**config.mk**
```make
export PLATFORM = sky130hd
export DESIGN_NAME = serial_line_editor_flat
export DESIGN_NICKNAME = d
export VERILOG_FILES = /design/src/sle_pkg.sv /design/src/sle_ifs.sv /design/src/serial_line_editor.sv /design/src/sle_cmd_fifo.sv /design/src/sle_front.sv /design/src/sle_back.sv /design/src/flat_wrapper.sv
export SDC_FILE = /design/constraint.sdc
export NUM_CORES = 1
export LEC_CHECK = 0
export CORE_ASPECT_RATIO = 0.9
export CORE_UTILIZATION = 38
export CTS_BUF_LIST = sky130_fd_sc_hd__clkbuf_4 sky130_fd_sc_hd__clkbuf_8
export DETAILED_ROUTE_END_ITERATION = 10
export DONT_BUFFER_PORTS = 1
export GPL_ROUTABILITY_DRIVEN = 0
export HOLD_SLACK_MARGIN = 0.12
export PLACE_DENSITY = 0.57
export SETUP_SLACK_MARGIN = 0.2
export SYNTH_ARGS = -nofsm -noshare
export SYNTH_HDL_FRONTEND = slang
export SYNTH_SLANG_ARGS = --single-unit
```
**constraint.sdc**
```tcl
create_clock -name clk -period 6.2 [get_ports clk]
set_input_delay 1.24 -clock clk [delete_from_list [all_inputs] [get_ports clk]]
set_output_delay 1.24 -clock clk [all_outputs]
set_load 0.05 [all_outputs]
```
**src/sle_pkg.sv**
```systemverilog
// sle_pkg: shared constants, codes and types of the serial line editor
// no dependencies; imported by every other file of the block
package sle_pkg;

  // line geometry
  localparam int LINE_MAX = 32;
  localparam int FILL_W   = $clog2(LINE_MAX + 1);
  localparam int IDX_W    = (LINE_MAX > 1) ? $clog2(LINE_MAX) : 1;
  localparam int CHAR_W   = 7;

  // fixed field widths of the channels
  localparam int BYTE_W = 8;
  localparam int KIND_W = 2;
  localparam int LEN_W  = 6;

  // command queue
  localparam int QUEUE_DEPTH = 2;
  localparam int QPTR_W      = $clog2(QUEUE_DEPTH);
  localparam int QCNT_W      = $clog2(QUEUE_DEPTH + 1);

  // byte codes
  localparam logic [BYTE_W-1:0] BYTE_BS    = 8'h08;
  localparam logic [BYTE_W-1:0] BYTE_LF    = 8'h0A;
  localparam logic [BYTE_W-1:0] BYTE_CR    = 8'h0D;
  localparam logic [BYTE_W-1:0] BYTE_SP    = 8'h20;
  localparam logic [BYTE_W-1:0] BYTE_TILDE = 8'h7E;
  localparam logic [BYTE_W-1:0] BYTE_NUL   = 8'h00;

  // result item kinds
  typedef enum logic [KIND_W-1:0] {
    KIND_ECHO = 2'd0,
    KIND_CHAR = 2'd1,
    KIND_END  = 2'd2
  } kind_t;

  // commands from the front to the back
  typedef enum logic [1:0] {
    CMD_PUT   = 2'd0,
    CMD_ERASE = 2'd1,
    CMD_LINE  = 2'd2
  } cmd_op_t;

  typedef struct packed {
    cmd_op_t            op;
    logic [CHAR_W-1:0]  ch;
    logic [IDX_W-1:0]   idx;
    logic [FILL_W-1:0]  len;
  } cmd_t;

  // queue write side and read side
  typedef struct packed {
    logic push;
    cmd_t cmd;
  } q_wr_t;

  typedef struct packed {
    logic valid;
    cmd_t cmd;
  } q_rd_t;

  // back end sequencer states
  typedef enum logic [3:0] {
    ST_IDLE = 4'd0,
    ST_ECHO = 4'd1,
    ST_BS1  = 4'd2,
    ST_SP   = 4'd3,
    ST_BS2  = 4'd4,
    ST_NL   = 4'd5,
    ST_RD   = 4'd6,
    ST_CH   = 4'd7,
    ST_END  = 4'd8
  } back_state_t;

endpackage

```
**src/sle_ifs.sv**
```systemverilog
// sle_in_if and sle_out_if: valid/ready channels of the serial line editor
// depends on sle_pkg for the field widths
interface sle_in_if;
  import sle_pkg::*;
  logic              valid;
  logic              ready;
  logic [BYTE_W-1:0] rx_byte;

  modport source (output valid, output rx_byte, input ready);
  modport sink   (input valid, input rx_byte, output ready);
endinterface

interface sle_out_if;
  import sle_pkg::*;
  logic              valid;
  logic              ready;
  logic [KIND_W-1:0] out_kind;
  logic [BYTE_W-1:0] out_byte;
  logic [LEN_W-1:0]  line_length;
  logic              last;

  modport source (output valid, output out_kind, output out_byte, output line_length,
                  output last, input ready);
  modport sink   (input valid, input out_kind, input out_byte, input line_length,
                  input last, output ready);
endinterface

```
**src/serial_line_editor.sv**
```systemverilog
// serial_line_editor: a byte that gives a result is pushed into the command queue, popped into the
// sequencer's command register and sent from the output register as its first result transaction;
// an echo loads each of its results into the output register, and a readout reads each stored character
// from the line store before loading it (memory read then output register); input is taken whenever
// the 2-entry command queue has room, and bytes that give no result are still taken by the front.
// synchronous active-low reset clears fill count, skip flag, queue and sequencer; the line store has no reset
module serial_line_editor
  import sle_pkg::*;
(
  input  logic       clk,
  input  logic       rst_n,
  sle_in_if.sink     in_ch,
  sle_out_if.source  out_ch
);

  // front to queue
  q_wr_t q_wr;
  logic  q_full;
  // queue to back
  q_rd_t q_rd;
  logic  q_pop;

  // front: byte classification, fill count and terminator skip flag
  sle_front u_front (
    .clk    (clk),
    .rst_n  (rst_n),
    .in_ch  (in_ch),
    .q_full (q_full),
    .q_wr   (q_wr)
  );

  // decoupling queue so the front keeps taking bytes during a readout while the queue has room
  sle_cmd_fifo u_fifo (
    .clk   (clk),
    .rst_n (rst_n),
    .q_wr  (q_wr),
    .full  (q_full),
    .q_rd  (q_rd),
    .pop   (q_pop)
  );

  // back: line store, echo sequences and line streaming
  sle_back u_back (
    .clk    (clk),
    .rst_n  (rst_n),
    .q_rd   (q_rd),
    .pop    (q_pop),
    .out_ch (out_ch)
  );

  // the front never pushes into a full queue
  a_no_overflow: assert property (@(posedge clk) disable iff (!rst_n)
    q_wr.push |-> !q_full)
    else $error("command pushed into full queue");

  // a line end closes its transaction group and never reports more than a full line
  a_end_last: assert property (@(posedge clk) disable iff (!rst_n)
    (out_ch.valid && out_ch.out_kind == KIND_END) |->
      (out_ch.last && out_ch.line_length <= LEN_W'(LINE_MAX) && out_ch.out_byte == BYTE_NUL))
    else $error("bad line end transaction");

  // stored characters are 7-bit and are always followed by more of the line
  a_char_shape: assert property (@(posedge clk) disable iff (!rst_n)
    (out_ch.valid && out_ch.out_kind == KIND_CHAR) |-> (!out_ch.last && !out_ch.out_byte[7]))
    else $error("bad line character transaction");

  // the back only takes a command when the queue holds one
  a_pop_valid: assert property (@(posedge clk) disable iff (!rst_n)
    q_pop |-> q_rd.valid)
    else $error("pop from empty queue");

endmodule

```
**src/sle_cmd_fifo.sv**
```systemverilog
// sle_cmd_fifo: short command queue between front and back
// depends on sle_pkg
module sle_cmd_fifo
  import sle_pkg::*;
(
  input  logic  clk,
  input  logic  rst_n,
  input  q_wr_t q_wr,
  output logic  full,
  output q_rd_t q_rd,
  input  logic  pop
);

  cmd_t              entry_r [QUEUE_DEPTH];
  logic [QPTR_W-1:0] wr_ptr_r, rd_ptr_r;
  logic [QCNT_W-1:0] count_r;
  logic              do_push, do_pop;

  assign full       = (count_r == QCNT_W'(QUEUE_DEPTH));
  assign q_rd.valid = (count_r != '0);
  assign q_rd.cmd   = entry_r[rd_ptr_r];
  assign do_push    = q_wr.push && !full;
  assign do_pop     = pop && q_rd.valid;

  always_ff @(posedge clk) begin
    if (!rst_n) begin
      wr_ptr_r <= '0;
      rd_ptr_r <= '0;
      count_r  <= '0;
    end else begin
      if (do_push) wr_ptr_r <= wr_ptr_r + 1'b1;
      if (do_pop)  rd_ptr_r <= rd_ptr_r + 1'b1;
      if (do_push && !do_pop)      count_r <= count_r + 1'b1;
      else if (do_pop && !do_push) count_r <= count_r - 1'b1;
    end
  end

  always_ff @(posedge clk) begin
    if (do_push) entry_r[wr_ptr_r] <= q_wr.cmd;
  end

endmodule

```
**src/sle_front.sv**
```systemverilog
// sle_front: takes received bytes, classifies them, keeps fill count and skip flag
// depends on sle_pkg and sle_in_if; issues commands into sle_cmd_fifo
module sle_front
  import sle_pkg::*;
(
  input  logic        clk,
  input  logic        rst_n,
  sle_in_if.sink      in_ch,
  input  logic        q_full,
  output q_wr_t       q_wr
);

  logic [FILL_W-1:0] fill_r, fill_nxt;
  logic              skip_r, skip_nxt;
  logic              accept;
  logic              is_term, is_bs, is_print;

  assign in_ch.ready = !q_full;
  assign accept      = in_ch.valid && in_ch.ready;

  always_comb begin
    is_term  = in_ch.rx_byte inside {BYTE_CR, BYTE_LF};
    is_bs    = (in_ch.rx_byte == BYTE_BS);
    is_print = in_ch.rx_byte inside {[BYTE_SP:BYTE_TILDE]};
  end

  always_comb begin
    fill_nxt     = fill_r;
    skip_nxt     = skip_r;
    q_wr.push    = 1'b0;
    q_wr.cmd.op  = CMD_PUT;
    q_wr.cmd.ch  = in_ch.rx_byte[CHAR_W-1:0];
    q_wr.cmd.idx = fill_r[IDX_W-1:0];
    q_wr.cmd.len = fill_r;
    if (accept) begin
      if (is_term) begin
        if (skip_r) begin
          skip_nxt = 1'b0;
        end else begin
          q_wr.push   = 1'b1;
          q_wr.cmd.op = CMD_LINE;
          fill_nxt    = '0;
          skip_nxt    = 1'b1;
        end
      end else begin
        skip_nxt = 1'b0;
        if (is_bs && fill_r != '0) begin
          q_wr.push   = 1'b1;
          q_wr.cmd.op = CMD_ERASE;
          fill_nxt    = fill_r - 1'b1;
        end else if (is_print && fill_r < FILL_W'(LINE_MAX)) begin
          q_wr.push   = 1'b1;
          q_wr.cmd.op = CMD_PUT;
          fill_nxt    = fill_r + 1'b1;
        end
      end
    end
  end

  always_ff @(posedge clk) begin
    if (!rst_n) begin
      fill_r <= '0;
      skip_r <= 1'b0;
    end else begin
      fill_r <= fill_nxt;
      skip_r <= skip_nxt;
    end
  end

endmodule

```
**src/sle_back.sv**
```systemverilog
// sle_back: carries out commands, holds the line store and drives result transactions
// depends on sle_pkg and sle_out_if; fed by sle_cmd_fifo
module sle_back
  import sle_pkg::*;
(
  input  logic       clk,
  input  logic       rst_n,
  input  q_rd_t      q_rd,
  output logic       pop,
  sle_out_if.source  out_ch
);

  logic [CHAR_W-1:0] line_mem [LINE_MAX];
  logic [CHAR_W-1:0] rd_data_r;

  back_state_t       state_r, state_nxt;
  cmd_t              cmd_r;
  logic [FILL_W-1:0] rd_cnt_r, rd_cnt_nxt;
  logic [FILL_W-1:0] rd_cnt_inc;

  logic              out_valid_r;
  logic [KIND_W-1:0] out_kind_r;
  logic [BYTE_W-1:0] out_byte_r;
  logic [LEN_W-1:0]  out_len_r;
  logic              out_last_r;

  logic              load_en, emit, mem_re, mem_we;
  kind_t             e_kind;
  logic [BYTE_W-1:0] e_byte;
  logic [LEN_W-1:0]  e_len;
  logic              e_last;

  assign load_en    = !out_valid_r || out_ch.ready;
  assign rd_cnt_inc = rd_cnt_r + 1'b1;
  assign mem_we     = pop && q_rd.cmd.op == CMD_PUT;

  // next state
  always_comb begin
    state_nxt = state_r;
    case (state_r)
      ST_IDLE: begin
        if (pop) begin
          case (q_rd.cmd.op)
            CMD_PUT:   state_nxt = ST_ECHO;
            CMD_ERASE: state_nxt = ST_BS1;
            CMD_LINE:  state_nxt = ST_NL;
            default:   state_nxt = ST_IDLE;
          endcase
        end
      end
      ST_ECHO: if (emit) state_nxt = ST_IDLE;
      ST_BS1:  if (emit) state_nxt = ST_SP;
      ST_SP:   if (emit) state_nxt = ST_BS2;
      ST_BS2:  if (emit) state_nxt = ST_IDLE;
      ST_NL:   if (emit) state_nxt = (cmd_r.len == '0) ? ST_END : ST_RD;
      ST_RD:   state_nxt = ST_CH;
      ST_CH:   if (emit) state_nxt = (rd_cnt_inc < cmd_r.len) ? ST_RD : ST_END;
      ST_END:  if (emit) state_nxt = ST_IDLE;
      default: state_nxt = ST_IDLE;
    endcase
  end

  // outputs of the sequencer
  always_comb begin
    pop        = 1'b0;
    mem_re     = 1'b0;
    emit       = 1'b0;
    e_kind     = KIND_ECHO;
    e_byte     = BYTE_NUL;
    e_len      = '0;
    e_last     = 1'b0;
    rd_cnt_nxt = rd_cnt_r;
    case (state_r)
      ST_IDLE: pop = q_rd.valid;
      ST_ECHO: begin
        emit   = load_en;
        e_byte = {1'b0, cmd_r.ch};
        e_last = 1'b1;
      end
      ST_BS1: begin
        emit   = load_en;
        e_byte = BYTE_BS;
      end
      ST_SP: begin
        emit   = load_en;
        e_byte = BYTE_SP;
      end
      ST_BS2: begin
        emit   = load_en;
        e_byte = BYTE_BS;
        e_last = 1'b1;
      end
      ST_NL: begin
        emit   = load_en;
        e_byte = BYTE_LF;
        if (load_en) rd_cnt_nxt = '0;
      end
      ST_RD: mem_re = 1'b1;
      ST_CH: begin
        emit   = load_en;
        e_kind = KIND_CHAR;
        e_byte = {1'b0, rd_data_r};
        if (load_en) rd_cnt_nxt = rd_cnt_inc;
      end
      ST_END: begin
        emit   = load_en;
        e_kind = KIND_END;
        e_len  = LEN_W'(cmd_r.len);
        e_last = 1'b1;
      end
      default: pop = 1'b0;
    endcase
  end

  always_ff @(posedge clk) begin
    if (!rst_n) begin
      state_r     <= ST_IDLE;
      out_valid_r <= 1'b0;
      rd_cnt_r    <= '0;
    end else begin
      state_r  <= state_nxt;
      rd_cnt_r <= rd_cnt_nxt;
      if (emit)              out_valid_r <= 1'b1;
      else if (out_ch.ready) out_valid_r <= 1'b0;
    end
  end

  // payload registers
  always_ff @(posedge clk) begin
    if (pop) cmd_r <= q_rd.cmd;
    if (emit) begin
      out_kind_r <= e_kind;
      out_byte_r <= e_byte;
      out_len_r  <= e_len;
      out_last_r <= e_last;
    end
  end

  // line store, one write and one registered read port
  always_ff @(posedge clk) begin
    if (mem_we) line_mem[q_rd.cmd.idx] <= q_rd.cmd.ch;
    if (mem_re) rd_data_r <= line_mem[rd_cnt_r[IDX_W-1:0]];
  end

  assign out_ch.valid       = out_valid_r;
  assign out_ch.out_kind    = out_kind_r;
  assign out_ch.out_byte    = out_byte_r;
  assign out_ch.line_length = out_len_r;
  assign out_ch.last        = out_last_r;

endmodule
```
**src/flat_wrapper.sv**
```systemverilog
// flat-port wrapper written by rule: the top's interface ports become plain ports
module serial_line_editor_flat import sle_pkg::*;
  (clk, rst_n, in_ch_valid, in_ch_rx_byte, in_ch_ready, out_ch_valid, out_ch_out_kind, out_ch_out_byte, out_ch_line_length, out_ch_last, out_ch_ready);
  sle_in_if in_ch_i ();
  sle_out_if out_ch_i ();
  input  logic clk;
  input  logic rst_n;
  input wire logic [$bits(in_ch_i.valid)-1:0] in_ch_valid;
  input wire logic [$bits(in_ch_i.rx_byte)-1:0] in_ch_rx_byte;
  output wire logic [$bits(in_ch_i.ready)-1:0] in_ch_ready;
  output wire logic [$bits(out_ch_i.valid)-1:0] out_ch_valid;
  output wire logic [$bits(out_ch_i.out_kind)-1:0] out_ch_out_kind;
  output wire logic [$bits(out_ch_i.out_byte)-1:0] out_ch_out_byte;
  output wire logic [$bits(out_ch_i.line_length)-1:0] out_ch_line_length;
  output wire logic [$bits(out_ch_i.last)-1:0] out_ch_last;
  input wire logic [$bits(out_ch_i.ready)-1:0] out_ch_ready;
  assign in_ch_i.valid = in_ch_valid;
  assign in_ch_i.rx_byte = in_ch_rx_byte;
  assign in_ch_ready = in_ch_i.ready;
  assign out_ch_valid = out_ch_i.valid;
  assign out_ch_out_kind = out_ch_i.out_kind;
  assign out_ch_out_byte = out_ch_i.out_byte;
  assign out_ch_line_length = out_ch_i.line_length;
  assign out_ch_last = out_ch_i.last;
  assign out_ch_i.ready = out_ch_ready;
  serial_line_editor u_core (.clk(clk), .rst_n(rst_n), .in_ch(in_ch_i), .out_ch(out_ch_i));
endmodule
```
==> metrics.txt, run 1 <==
Syn Nets=728; synthesized cell area=0.0128 mm²; number of synthesized flops with an enable pin=290; status=completed; Synth area leaders=edfxtp_1 (68%), mux4_2 (12%), dfxtp_1 (3.6%); Routed WL=26,900 µm; Compound-Gate Fraction of Synth Area=3.41%; clock sink count=313; number of global-route vias before repair=6,664; total track usage=16.1%; Post-synth top flop=edfxtp_1; placeable core area=0.0330 mm²; Setup Skew=0.0179 ns; CP Class=reg2reg; Diodes inserted=0; #FFs+latches synth=313; Die H=176 µm; Site Rows=63; Via-to-Cell Ratio=5.42; Final Critical Period=3.56 ns; Final Power=5.27 mW; register area share after synthesis=71.9%; Final Hold Fails=0; vias post-DR=6,403; layout cells sized above 1=23.7%; worst vdd ir=0.000168 V; Distinct cells, synth=60; nets@finish=747; initial antenna violation count=0; post-synth top area cell=edfxtp_1; syn_area_per_cell=18.1 µm²; area added between synthesis and finish=10.9%; Starting Density=38.6%; Max Slew Vio Count=0; async set-reset flop share out of synthesis=0%; Residual DRC=0; Top Ports=31; post-cts sizing count=0; Die Area=0.0343 mm²; WP data required=6.38 ns; endpoints failing setup=0; dpl cell area=0.0131 mm²; share of synthesized area spent on multiplexers=14.4%; Yosys warning count=0; final worst path period share=57.3%; Syn Inst Count=704; Wirelength per Cell=22.8 µm; register clock-pin slew on the reported worst setup and hold paths=0.07 ns; CTS tree=done; final instance area=0.0142 mm²; DR iter-0 viols=527; Die Wd=195 µm; TritonRoute pass-1 iters=4; CP Max Fanout=25; deepest clock path buffer count=3; Worst Tran Pin Value=1.31 ns; largest net degree at the start of global routing=60; Crit. End Element=register; setup bufs post-CTS=0; Max Clk Rate=281 MHz; Synth top area share=68.3%; Pwr per Cell Area=373 mW/mm²; min-delay worst type=reg2reg; Static Leak=4.42 nW; Final ANT Viol Nets=0; Synth Area in Adders=1.24%; Inserted Clock Buffers=50; clock root cell=clkbuf_8; worst endpoint data arrival time=3.73 ns; final core utilization=42.8%; Port Buffers=0; Non-Filler Instances=1,181; hold buffers post-CTS=0; fraction of the mapped netlist area in simple logic gates=6.35%; Synth Area in XOR/XNOR=0.824%; RSZ-0062 raised after global routing=no; crit start category=register; grt total ovfl=0; first-pass GRT wire length=40,800 µm; max cap viols=0; dpl cells=1,093; Worst-Skew Late Latency=0.56 ns; Max-slew headroom=12.7%; hpwl dp=16,800 µm; largest family of logic cells by synthesized area=multiplexers; H-tree depth=2; Post-Route Setup TNS=0 ns
==> layout make-up <==
type / count / area, µm²
flip-flops and latches: 313 / 9180
repair buffers: 2 / 15.0
clock buffers: 65 / 820
well taps: 422 / 528
multi-input cells: 342 / 3350
clock inverters: 23 / 210
inverters: 14 / 52.6
fillers: 2864 / 18900
==> placed cells by master (no fill, tap or decap), types with 2 or more instances in the layout <==
cell type,netlist,final
and2_1,11,11
o211ai_1,4,4
nor2b_1,13,13
or3_1,3,3
mux2_2,17,17
mux2i_1,7,7
nor3_1,5,5
o21bai_1,2,2
or2_2,2,2
a22oi_1,8,8
ha_1,11,11
and3b_1,2,2
dfxtp_4,0,2
nor3b_1,4,4
inv_1,12,12
xnor2_1,7,7
clkbuf_8,0,53
clkinv_1,1,12
a21oi_1,13,13
nand4_1,2,2
nand2b_1,4,4
nand3_1,18,18
clkbuf_4,0,12
nor4_1,5,5
xor2_1,5,5
clkinvlp_4,0,2
o21ai_0,9,9
a21o_1,3,3
dfxtp_1,23,21
nor2_1,58,58
mux4_2,70,70
nand2_1,29,29
buf_4,3,2
a21boi_0,4,4
o21a_1,3,3
edfxtp_1,290,290
clkinv_2,0,5
bufinv_16,0,4
==> routing by layer <==
metal | track usage (%) | share of wire (%) | up-vias
met5 | 0 | 0 | -
met4 | 4.00 | 1.2 | 0
met3 | 3.67 | 5.9 | 34
met2 | 25.6 | 48 | 171
met1 | 22.3 | 45 | 3360
li1 | - | - | 2838
==> per-stage QoR <==
stage                     setup slack (ns)  hold WS (ns)
after CTS                             2.65         0.556
after global routing                  2.45         0.583
after global placement                2.44         0.488
final                                 2.64         0.561
after floorplan                       2.84         0.475
after detailed placement              2.32         0.534
==> synth_stat cells, types with 2 or more instances <==
master    instances
edfxtp_1        290
mux4_2           70
nor2_1           58
nand2_1          29
dfxtp_1          23
clkbuf_1         19
nand3_1          18
mux2_2           17
a21oi_1          13
nor2b_1          13
inv_1            12
and2_1           11
ha_1             11
o21ai_0           9
a22oi_1           8
mux2i_1           7
xnor2_1           7
buf_2             5
buf_6             5
nor3_1            5
nor4_1            5
xor2_1            5
a21boi_0          4
nand2b_1          4
nor3b_1           4
o211ai_1          4
a21o_1            3
buf_1             3
buf_4             3
o21a_1            3
or3_1             3
and3b_1           2
nand4_1           2
o21bai_1          2
or2_2             2
==> power by group <==
part / internal [mW] / leakage, nW / switching [mW] / total, mW
sequential: 2.59 / 2.82 / 0.256 / 2.85
clock: 1.03 / 0.534 / 0.796 / 1.83
combinational: 0.166 / 1.07 / 0.434 / 0.599
==> worst paths after layout <==
kind	start	end	slack, ns	cells after the start
worst max-delay path	u_core.u_back.state_r[1]	u_core.u_back.line_mem[12][0]	2.64	5
worst min-delay path	u_core.u_back.rd_cnt_r[5]	u_core.u_back.rd_cnt_r[5]	0.56	2
worst max register to register	u_core.u_back.state_r[1]	u_core.u_back.line_mem[12][0]	2.64	5
worst min register to register	u_core.u_back.rd_cnt_r[5]	u_core.u_back.rd_cnt_r[5]	0.56	2
==> worst max-delay path: stages, from the launching register on <==
cell and delay, ns:
dfxtp_1 0.60, nor2_1 0.30, and3b_1 0.73, nand3_1 0.24, or3_1 0.62, nor2_1 0.68
==> registers in the layout, summed over array words and instances, names as in the netlist, named ones only <==
register and flops:
u_core.u_fifo.rd_ptr_r 1, u_core.u_fifo.wr_ptr_r 1, u_core.u_back.out_ch.valid 1, u_core.u_back.state_r 4, u_core.u_back.cmd_r 13, u_core.u_back.out_ch.last 1
u_core.u_back.out_ch.out_byte 7, u_core.u_front.skip_r 1, u_core.u_back.out_ch.out_kind 2, u_core.u_back.out_ch.line_length 6, u_core.u_front.fill_r 6, u_core.u_fifo.entry_r 30
u_core.u_back.line_mem 224, u_core.u_back.rd_cnt_r 6, u_core.u_back.rd_data_r 7, u_core.u_fifo.count_r 2
==> cell families (layout without fill, tap and decap cells) <==
| group | count (synthesis) | after routing |
|---|---|---|
| multiplexers | 94 | 94 |
| adder cells (fa/ha/maj) | 12 | 12 |
| buffers and inverters | 49 | 104 |
| AND/OR/NAND/NOR | 164 | 164 |
| other | 1 | 1 |
| XOR/XNOR | 12 | 12 |
| AO/OA/AOI/OAI | 59 | 59 |
| flip-flops | 313 | 313 |
Power figures use the tool's default switching activity.
==> run 2: changes to the inputs <==
- clock period: 6.2 -> 3.4 ns (I/O delays scaled with it)
==> run 2 against run 1 <==
Effect of this change:
- combinational power is 100% higher
- register-to-register slack worse by 2.1 ns
- largest power group unchanged
- die area stayed put
==> metrics.txt, run 2 (same netlist as run 1, synthesis figures left out) <==
deepest clock path buffer count=3 (unchanged); hold wc startpoint=in_ch_rx_byte[0]; Routed WL=27,000 µm (+0.36%); final core utilization=43.3% (+0.50 points); RSZ-0062 raised after global routing=no; Crit. End Element=register; placeable core area=0.0330 mm² (unchanged); CTS tree=done; Final WS setup=0.548 ns (-2.10 ns); RR Startpoint=u_core.u_front.fill_r[0]; post-cts sizing count=0 (unchanged); Final Critical Period=2.85 ns (-0.703 ns); Port Buffers=0 (unchanged); vias post-DR=6,413 (+0.16%); Final Hold Fails=0 (unchanged); Die H=176 µm (unchanged); clock sink count=313 (unchanged); grt total ovfl=0 (unchanged); nets@finish=773 (+3.5%); worst endpoint data arrival time=3.33 ns (-0.40 ns); hold path depth=0 (-2); max reg flops=224 (unchanged); most common cell after layout, fill and taps aside=edfxtp_1; dpl cell area=0.0134 mm² (+1.8%); Die Area=0.0343 mm² (unchanged); met2 Use GR=24.7% (-0.85 points); worst vdd ir=0.000325 V (+94%); Max Clk Rate=351 MHz (+25%); Non-Filler Instances=1,203 (+1.9%); Largest Register=u_core.u_back.line_mem; r2r endpoint=u_core.u_front.fill_r[5]; met1 Use GR=23.3% (+1.0 points); CP Class=reg2reg; Setup Skew=0.0259 ns (+0.00803 ns); DP Worst Slack=0.344 ns (-1.97 ns); Residual DRC=0 (unchanged); min-delay worst type=in2reg; CP Max Fanout=7 (-72%); Die Wd=195 µm (unchanged); Worst-Skew Late Latency=0.55 ns (about the same); Site Rows=63 (unchanged); crit start category=register; number of global-route vias before repair=6,669 (+0.075%); clock root cell=clkbuf_8; H-tree depth=2 (unchanged); TritonRoute pass-1 iters=5 (+1); R2R Setup Slk=0.55 ns (-2.10 ns); R2R cell count=11 (+6); largest net degree at the start of global routing=34 (-43%); global routing usage on met3=3.44% (-0.23 points); Final Power=9.45 mW (+79%); max cap viols=0 (unchanged); Pwr per Cell Area=660 mW/mm² (+77%); hold buffers post-CTS=0 (unchanged); hpwl dp=17,300 µm (+2.6%); Max-slew headroom=29.2% (+17 points); layout cells sized above 1=26.8% (+3.0 points); WP data required=3.88 ns (-2.50 ns); Inserted Clock Buffers=49 (-2.0%); Max Slew Vio Count=0 (unchanged); Wirelength per Cell=22.4 µm (-1.5%); final instance area=0.0143 mm² (+1.2%); area added between synthesis and finish=12.2%; Worst Tran Pin Value=1.06 ns (-0.246 ns); Starting Density=38.6% (unchanged); Via-to-Cell Ratio=5.33 (-1.7%); Final ANT Viol Nets=0 (unchanged); global route hottest layer=met2; setup bufs post-CTS=0 (unchanged); first-pass GRT wire length=41,000 µm (+0.37%); Diodes inserted=0 (unchanged); endpoints failing setup=0 (unchanged); most frequent cells in the layout=edfxtp_1 (290), mux4_2 (70), nor2_1 (58); DR iter-0 viols=510 (-3.2%); Post-Route Setup TNS=0 ns (unchanged); status=completed; Worst Hold Slack=0.220 ns (-0.341 ns); initial antenna violation count=2 (+2); Static Leak=4.55 nW (+2.8%); dpl cells=1,120 (+2.5%); top flop regs=u_core.u_back.line_mem: 224 flops, u_core.u_fifo.entry_r: 30 flops, u_core.u_back.cmd_r: 13 flops; Top Ports=31 (unchanged); Crit. Startpoint=u_core.u_front.fill_r[0]; final worst path period share=83.9% (+27 points); register clock-pin slew on the reported worst setup and hold paths=0.06 ns (about the same); Worst Hold Path EP=u_core.u_fifo.entry_r[1][11]; total track usage=16.1% (+0.071 points)
run 2: cell count changes in the layout (fill, tap and decap cells not counted):
cell	before	now
buf_12	0	3
clkbuf_8	53	50
clkinv_2	5	4
clkbuf_4	12	21
bufinv_16	4	2
dfxtp_2	0	1
clkinv_4	1	0
clkinv_1	12	5
dfxtp_4	2	1
buf_4	2	26
run 2: per-layer routing:
layer  routed length, µm  up-vias
met1               12400     3307
met3                1660       45
met2               12400      183
met5                   0        -
met4                 461        0
li1                    -     2878
run 2: area by class of cell:
| type | instances | area, µm² |
|---|---|---|
| clock buffers | 71 | 846 |
| fillers | 2828 | 18700 |
| well taps | 422 | 528 |
| inverters | 14 | 52.6 |
| flip-flops and latches | 313 | 9170 |
| multi-input cells | 342 | 3350 |
| repair buffers | 29 | 255 |
| clock inverters | 12 | 110 |
run 2: critical path, stage by stage, from the launching register on:
cell and delay (ns):
dfxtp_1 0.40, or4_4 0.60, o31ai_4 0.21, or2_2 0.20, inv_1 0.12, ha_1 0.33
a211oi_1 0.24, o21bai_1 0.10, a21oi_1 0.19, xnor2_1 0.16, nand4_1 0.11, o211ai_1 0.10
run 2: worst max-delay path by stage:
stage / endpoint / slack [ns] / cells past startpoint
final: u_core.u_front.fill_r[5] / 0.55 / 11
after global routing: u_core.u_front.fill_r[5] / 0.31 / 11
after CTS: u_core.u_back.line_mem[5][4] / 0.53 / 5
after detailed placement: u_core.u_front.fill_r[5] / 0.34 / 11
after global placement: u_core.u_front.fill_r[5] / 0.37 / 11
after floorplan: u_core.u_fifo.entry_r[0][10] / 0.60 / 5
run 2: where the power goes:
part / internal (mW) / leakage (nW) / total (mW) / switching, mW
Combinational: 0.341 / 1.22 / 1.20 / 0.856
Clock: 1.74 / 0.507 / 3.11 / 1.38
Sequential: 4.73 / 2.82 / 5.14 / 0.410
Total: 6.81 / 4.55 / 9.45 / 2.64
==> run 3: changes to the inputs <==
- ABC_AREA: default -> 1
- clock period: 3.4 -> 3 ns (I/O delays scaled with it)
==> run 3 against run 2 <==
Effect of this change:
- power grew 20%
- register-to-register slack improved by 0.07 ns
- maximum frequency grew 20%
- critical path type unchanged
- largest cell class unchanged
- largest power group unchanged
==> metrics.txt, run 3 <==
status=completed; Yosys warning count=0 (unchanged); Max Slew Vio Count=0 (unchanged); area added between synthesis and finish=13.3%; Die Area=0.0351 mm² (+2.2%); hold wc startpoint=rst_n; H-tree depth=2 (unchanged); max cap viols=0 (unchanged); Port Buffers=0 (unchanged); placeable core area=0.0333 mm² (+0.95%); CP Class=reg2reg; top flop regs=u_core.u_back.line_mem: 224 flops, u_core.u_fifo.entry_r: 30 flops, u_core.u_back.cmd_r: 13 flops; r2r endpoint=u_core.u_back.line_mem[6][0]; # fillers=3,045 (+7.7%); initial antenna violation count=0 (-2); Site Rows=63 (unchanged); Largest Register=u_core.u_back.line_mem; Die H=178 µm (+1.1%); most frequent cells in the layout=edfxtp_1 (290), nor2_1 (202), nand2_1 (142); max reg flops=224 (unchanged); hpwl dp=20,300 µm (+18%); Distinct cells, synth=37 (-38%); RSZ-0062 raised after global routing=no; combinational share of power=13.1% (+0.4 points); Final Hold Fails=0 (unchanged); WP data required=3.20 ns (-0.68 ns); Worst Hold Path EP=u_core.u_back.rd_cnt_r[0]; clock sink count=313 (unchanged); Routed WL=31,500 µm (+17%); Crit-path slowest cell=nor2_1; Synth area leaders=edfxtp_1 (67%), nor2_1 (5.8%), o21ai_0 (4.5%); register clock-pin slew on the reported worst setup and hold paths=0.06 ns (about the same); hold path depth=2 (+2); TritonRoute pass-1 iters=7 (+2); setup bufs post-CTS=0 (unchanged); Residual DRC=0 (unchanged); Syn Nets=1,140 (+57%); Max Clk Rate=419 MHz (+20%); Worst Tran Pin Value=0.695 ns (-0.365 ns); Crit. End Element=register; Syn Inst Count=1,116 (+59%); post-synth top area cell=edfxtp_1; Net Sw Frac=28.9% (+0.97 points); layout cells sized above 1=13.5% (-13 points); Final ANT Viol Nets=0 (unchanged); final worst path period share=79.5% (-4.4 points); endpoints failing setup=0 (unchanged); worst path buffer plus inverter count=0 (-1); largest net degree at the start of global routing=73 (+110%); final core utilization=44.3% (+0.96 points); grt total ovfl=0 (unchanged); Starting Density=39.1% (+0.49 points); worst vdd ir=0.000337 V (+3.5%); Synth top area share=66.8% (-1.5 points); DP Worst Slack=0.330 ns (-0.0140 ns); Post-Route Setup TNS=0 ns (unchanged); Flop pwr share=51.9% (-2.5 points); deepest clock path buffer count=3 (unchanged); Via-to-Cell Ratio=5.18 (-2.7%); Final WS setup=0.615 ns (+0.0668 ns); Setup Skew=0.0183 ns (-0.00761 ns); worst endpoint data arrival time=2.59 ns (-0.74 ns); #FFs+latches synth=313 (unchanged); number of synthesized flops with an enable pin=290 (unchanged); synthesized cell area=0.0130 mm² (+2.2%); R2R cell count=6 (-5); crit path cell chain=nand2_1 > o21ai_1 > nand3_4 > nor2_4 > nand2_2 > nor2_1; CP Max Fanout=21 (+14); Inserted Clock Buffers=51 (+4.1%); Post-synth top flop=edfxtp_1; syn_area_per_cell=11.7 µm² (-36%); Max-slew headroom=53.5% (+24 points); Int Power=8.05 mW (+18%); Die Wd=197 µm (+1.1%); Wirelength per Cell=19.1 µm (-15%); vias post-DR=8,565 (+34%); clock root cell=clkbuf_8; Static Leak=5.25 nW (+16%); nets@finish=1,178 (+52%); DR iter-0 viols=769 (+51%); Psw=3.28 mW (+24%); Worst-Skew Late Latency=0.58 ns (+0.03 ns); most common cell after layout, fill and taps aside=edfxtp_1; R2R Setup Slk=0.61 ns (+0.07 ns); number of global-route vias before repair=8,264 (+24%); top-count cell post-synth=edfxtp_1; Synth top cells by count=edfxtp_1 (290), nor2_1 (202), nand2_1 (142); delay-heaviest family, CP=simple AND/OR/NAND/NOR gates; crit start category=register; Top Ports=31 (unchanged); first-pass GRT wire length=48,200 µm (+17%); Final Critical Period=2.39 ns (-0.467 ns); register area share after synthesis=70.3% (-1.6 points); Diodes inserted=0 (unchanged); clock power share=35.0% (+2.0 points); Critical Path Max Stage Delay=0.60 ns (about the same); min-delay worst type=in2reg; CTS tree=done; total track usage=18.3% (+2.2 points); Pwr per Cell Area=767 mW/mm² (+16%); async set-reset flop share out of synthesis=0% (unchanged)
## run 3: repair_timing
action / 4_1_cts / 5_1_grt
setup endpoints to repair: 0 / 156
endpoints found under the hold margin: 14 / 0
hold buffers: 7 / 0
resized for setup: 0 / 1
## run 3: per-stage QoR
step           instance area [µm²]  hold slack (ns)  instances  total power, mW
5_1_grt                      14800            0.133       1652             11.8
3_3_place_gp                 13600            0.437       1549             7.45
4_1_cts                      14800            0.121       1652             11.4
6_report                     14800            0.153       1652             11.3
2_1_floorplan                13000            0.425       1116             6.82
3_5_place_dp                 13600            0.444       1549             7.45
## run 3: how the worst max path moves through the flow
stage                                        end  depth (start not counted)
finish              u_core.u_back.line_mem[6][0]                          6
global route        u_core.u_back.line_mem[0][5]                          6
global placement    u_core.u_back.line_mem[6][0]                          6
CTS                 u_core.u_back.line_mem[4][2]                          6
detailed placement  u_core.u_back.line_mem[4][6]                          6
floorplan           u_core.u_fifo.entry_r[0][10]                          8
## run 3: kinds of logic (layout without fill, tap and decap cells)
kind of cell | count (synthesis) | in the layout | share of synthesized area (%)
adder cells (fa/ha/maj) | 12 | 12 | 1.21
AO/OA/AOI/OAI | 221 | 221 | 9.29
XOR/XNOR | 5 | 5 | 0.336
multiplexers | 9 | 9 | 0.777
AND/OR/NAND/NOR | 440 | 440 | 14.1
flip-flops | 313 | 313 | 70.3
buffers and inverters | 115 | 196 | 3.97
other | 1 | 1 | 0.0288
## run 3: power by group through the flow
stage / sequential, mW / clock, mW / combinational [mW]
finish: 5.88 / 3.97 / 1.49
global route: 5.92 / 4.23 / 1.64
floorplan: 5.89 / 0 / 0.938
detailed placement: 5.97 / 0 / 1.48
global placement: 5.97 / 0 / 1.48
CTS: 5.89 / 4.05 / 1.50
## run 3: layout make-up
class / instances / area [µm²] / area share [%]
inverter: 62 / 233 / 1.58
timing repair buffer: 38 / 315 / 2.13
tap: 455 / 569 / 3.85
sequential: 313 / 9170 / 62.1
clock buffer: 81 / 971 / 6.57
clock inverter: 15 / 149 / 1.01
multi-input combinational: 688 / 3360 / 22.8
## run 3: worst register-to-register path, cell delays in order, from the launching register on
cell	delay [ns]
dfxtp_2	0.59
nand2_1	0.10
o21ai_1	0.23
nand3_4	0.14
nor2_4	0.13
nand2_2	0.22
nor2_1	0.61
## run 3: per-layer routing
metal / global-route usage, % / part of all wire, % / vias to the layer above
li1: - / - / 4041
met1: 27.0 / 47 / 4144
met2: 27.2 / 44 / 320
met3: 3.52 / 6.7 / 60
met4: 5.36 / 2.0 / 0
met5: 0 / 0 / -
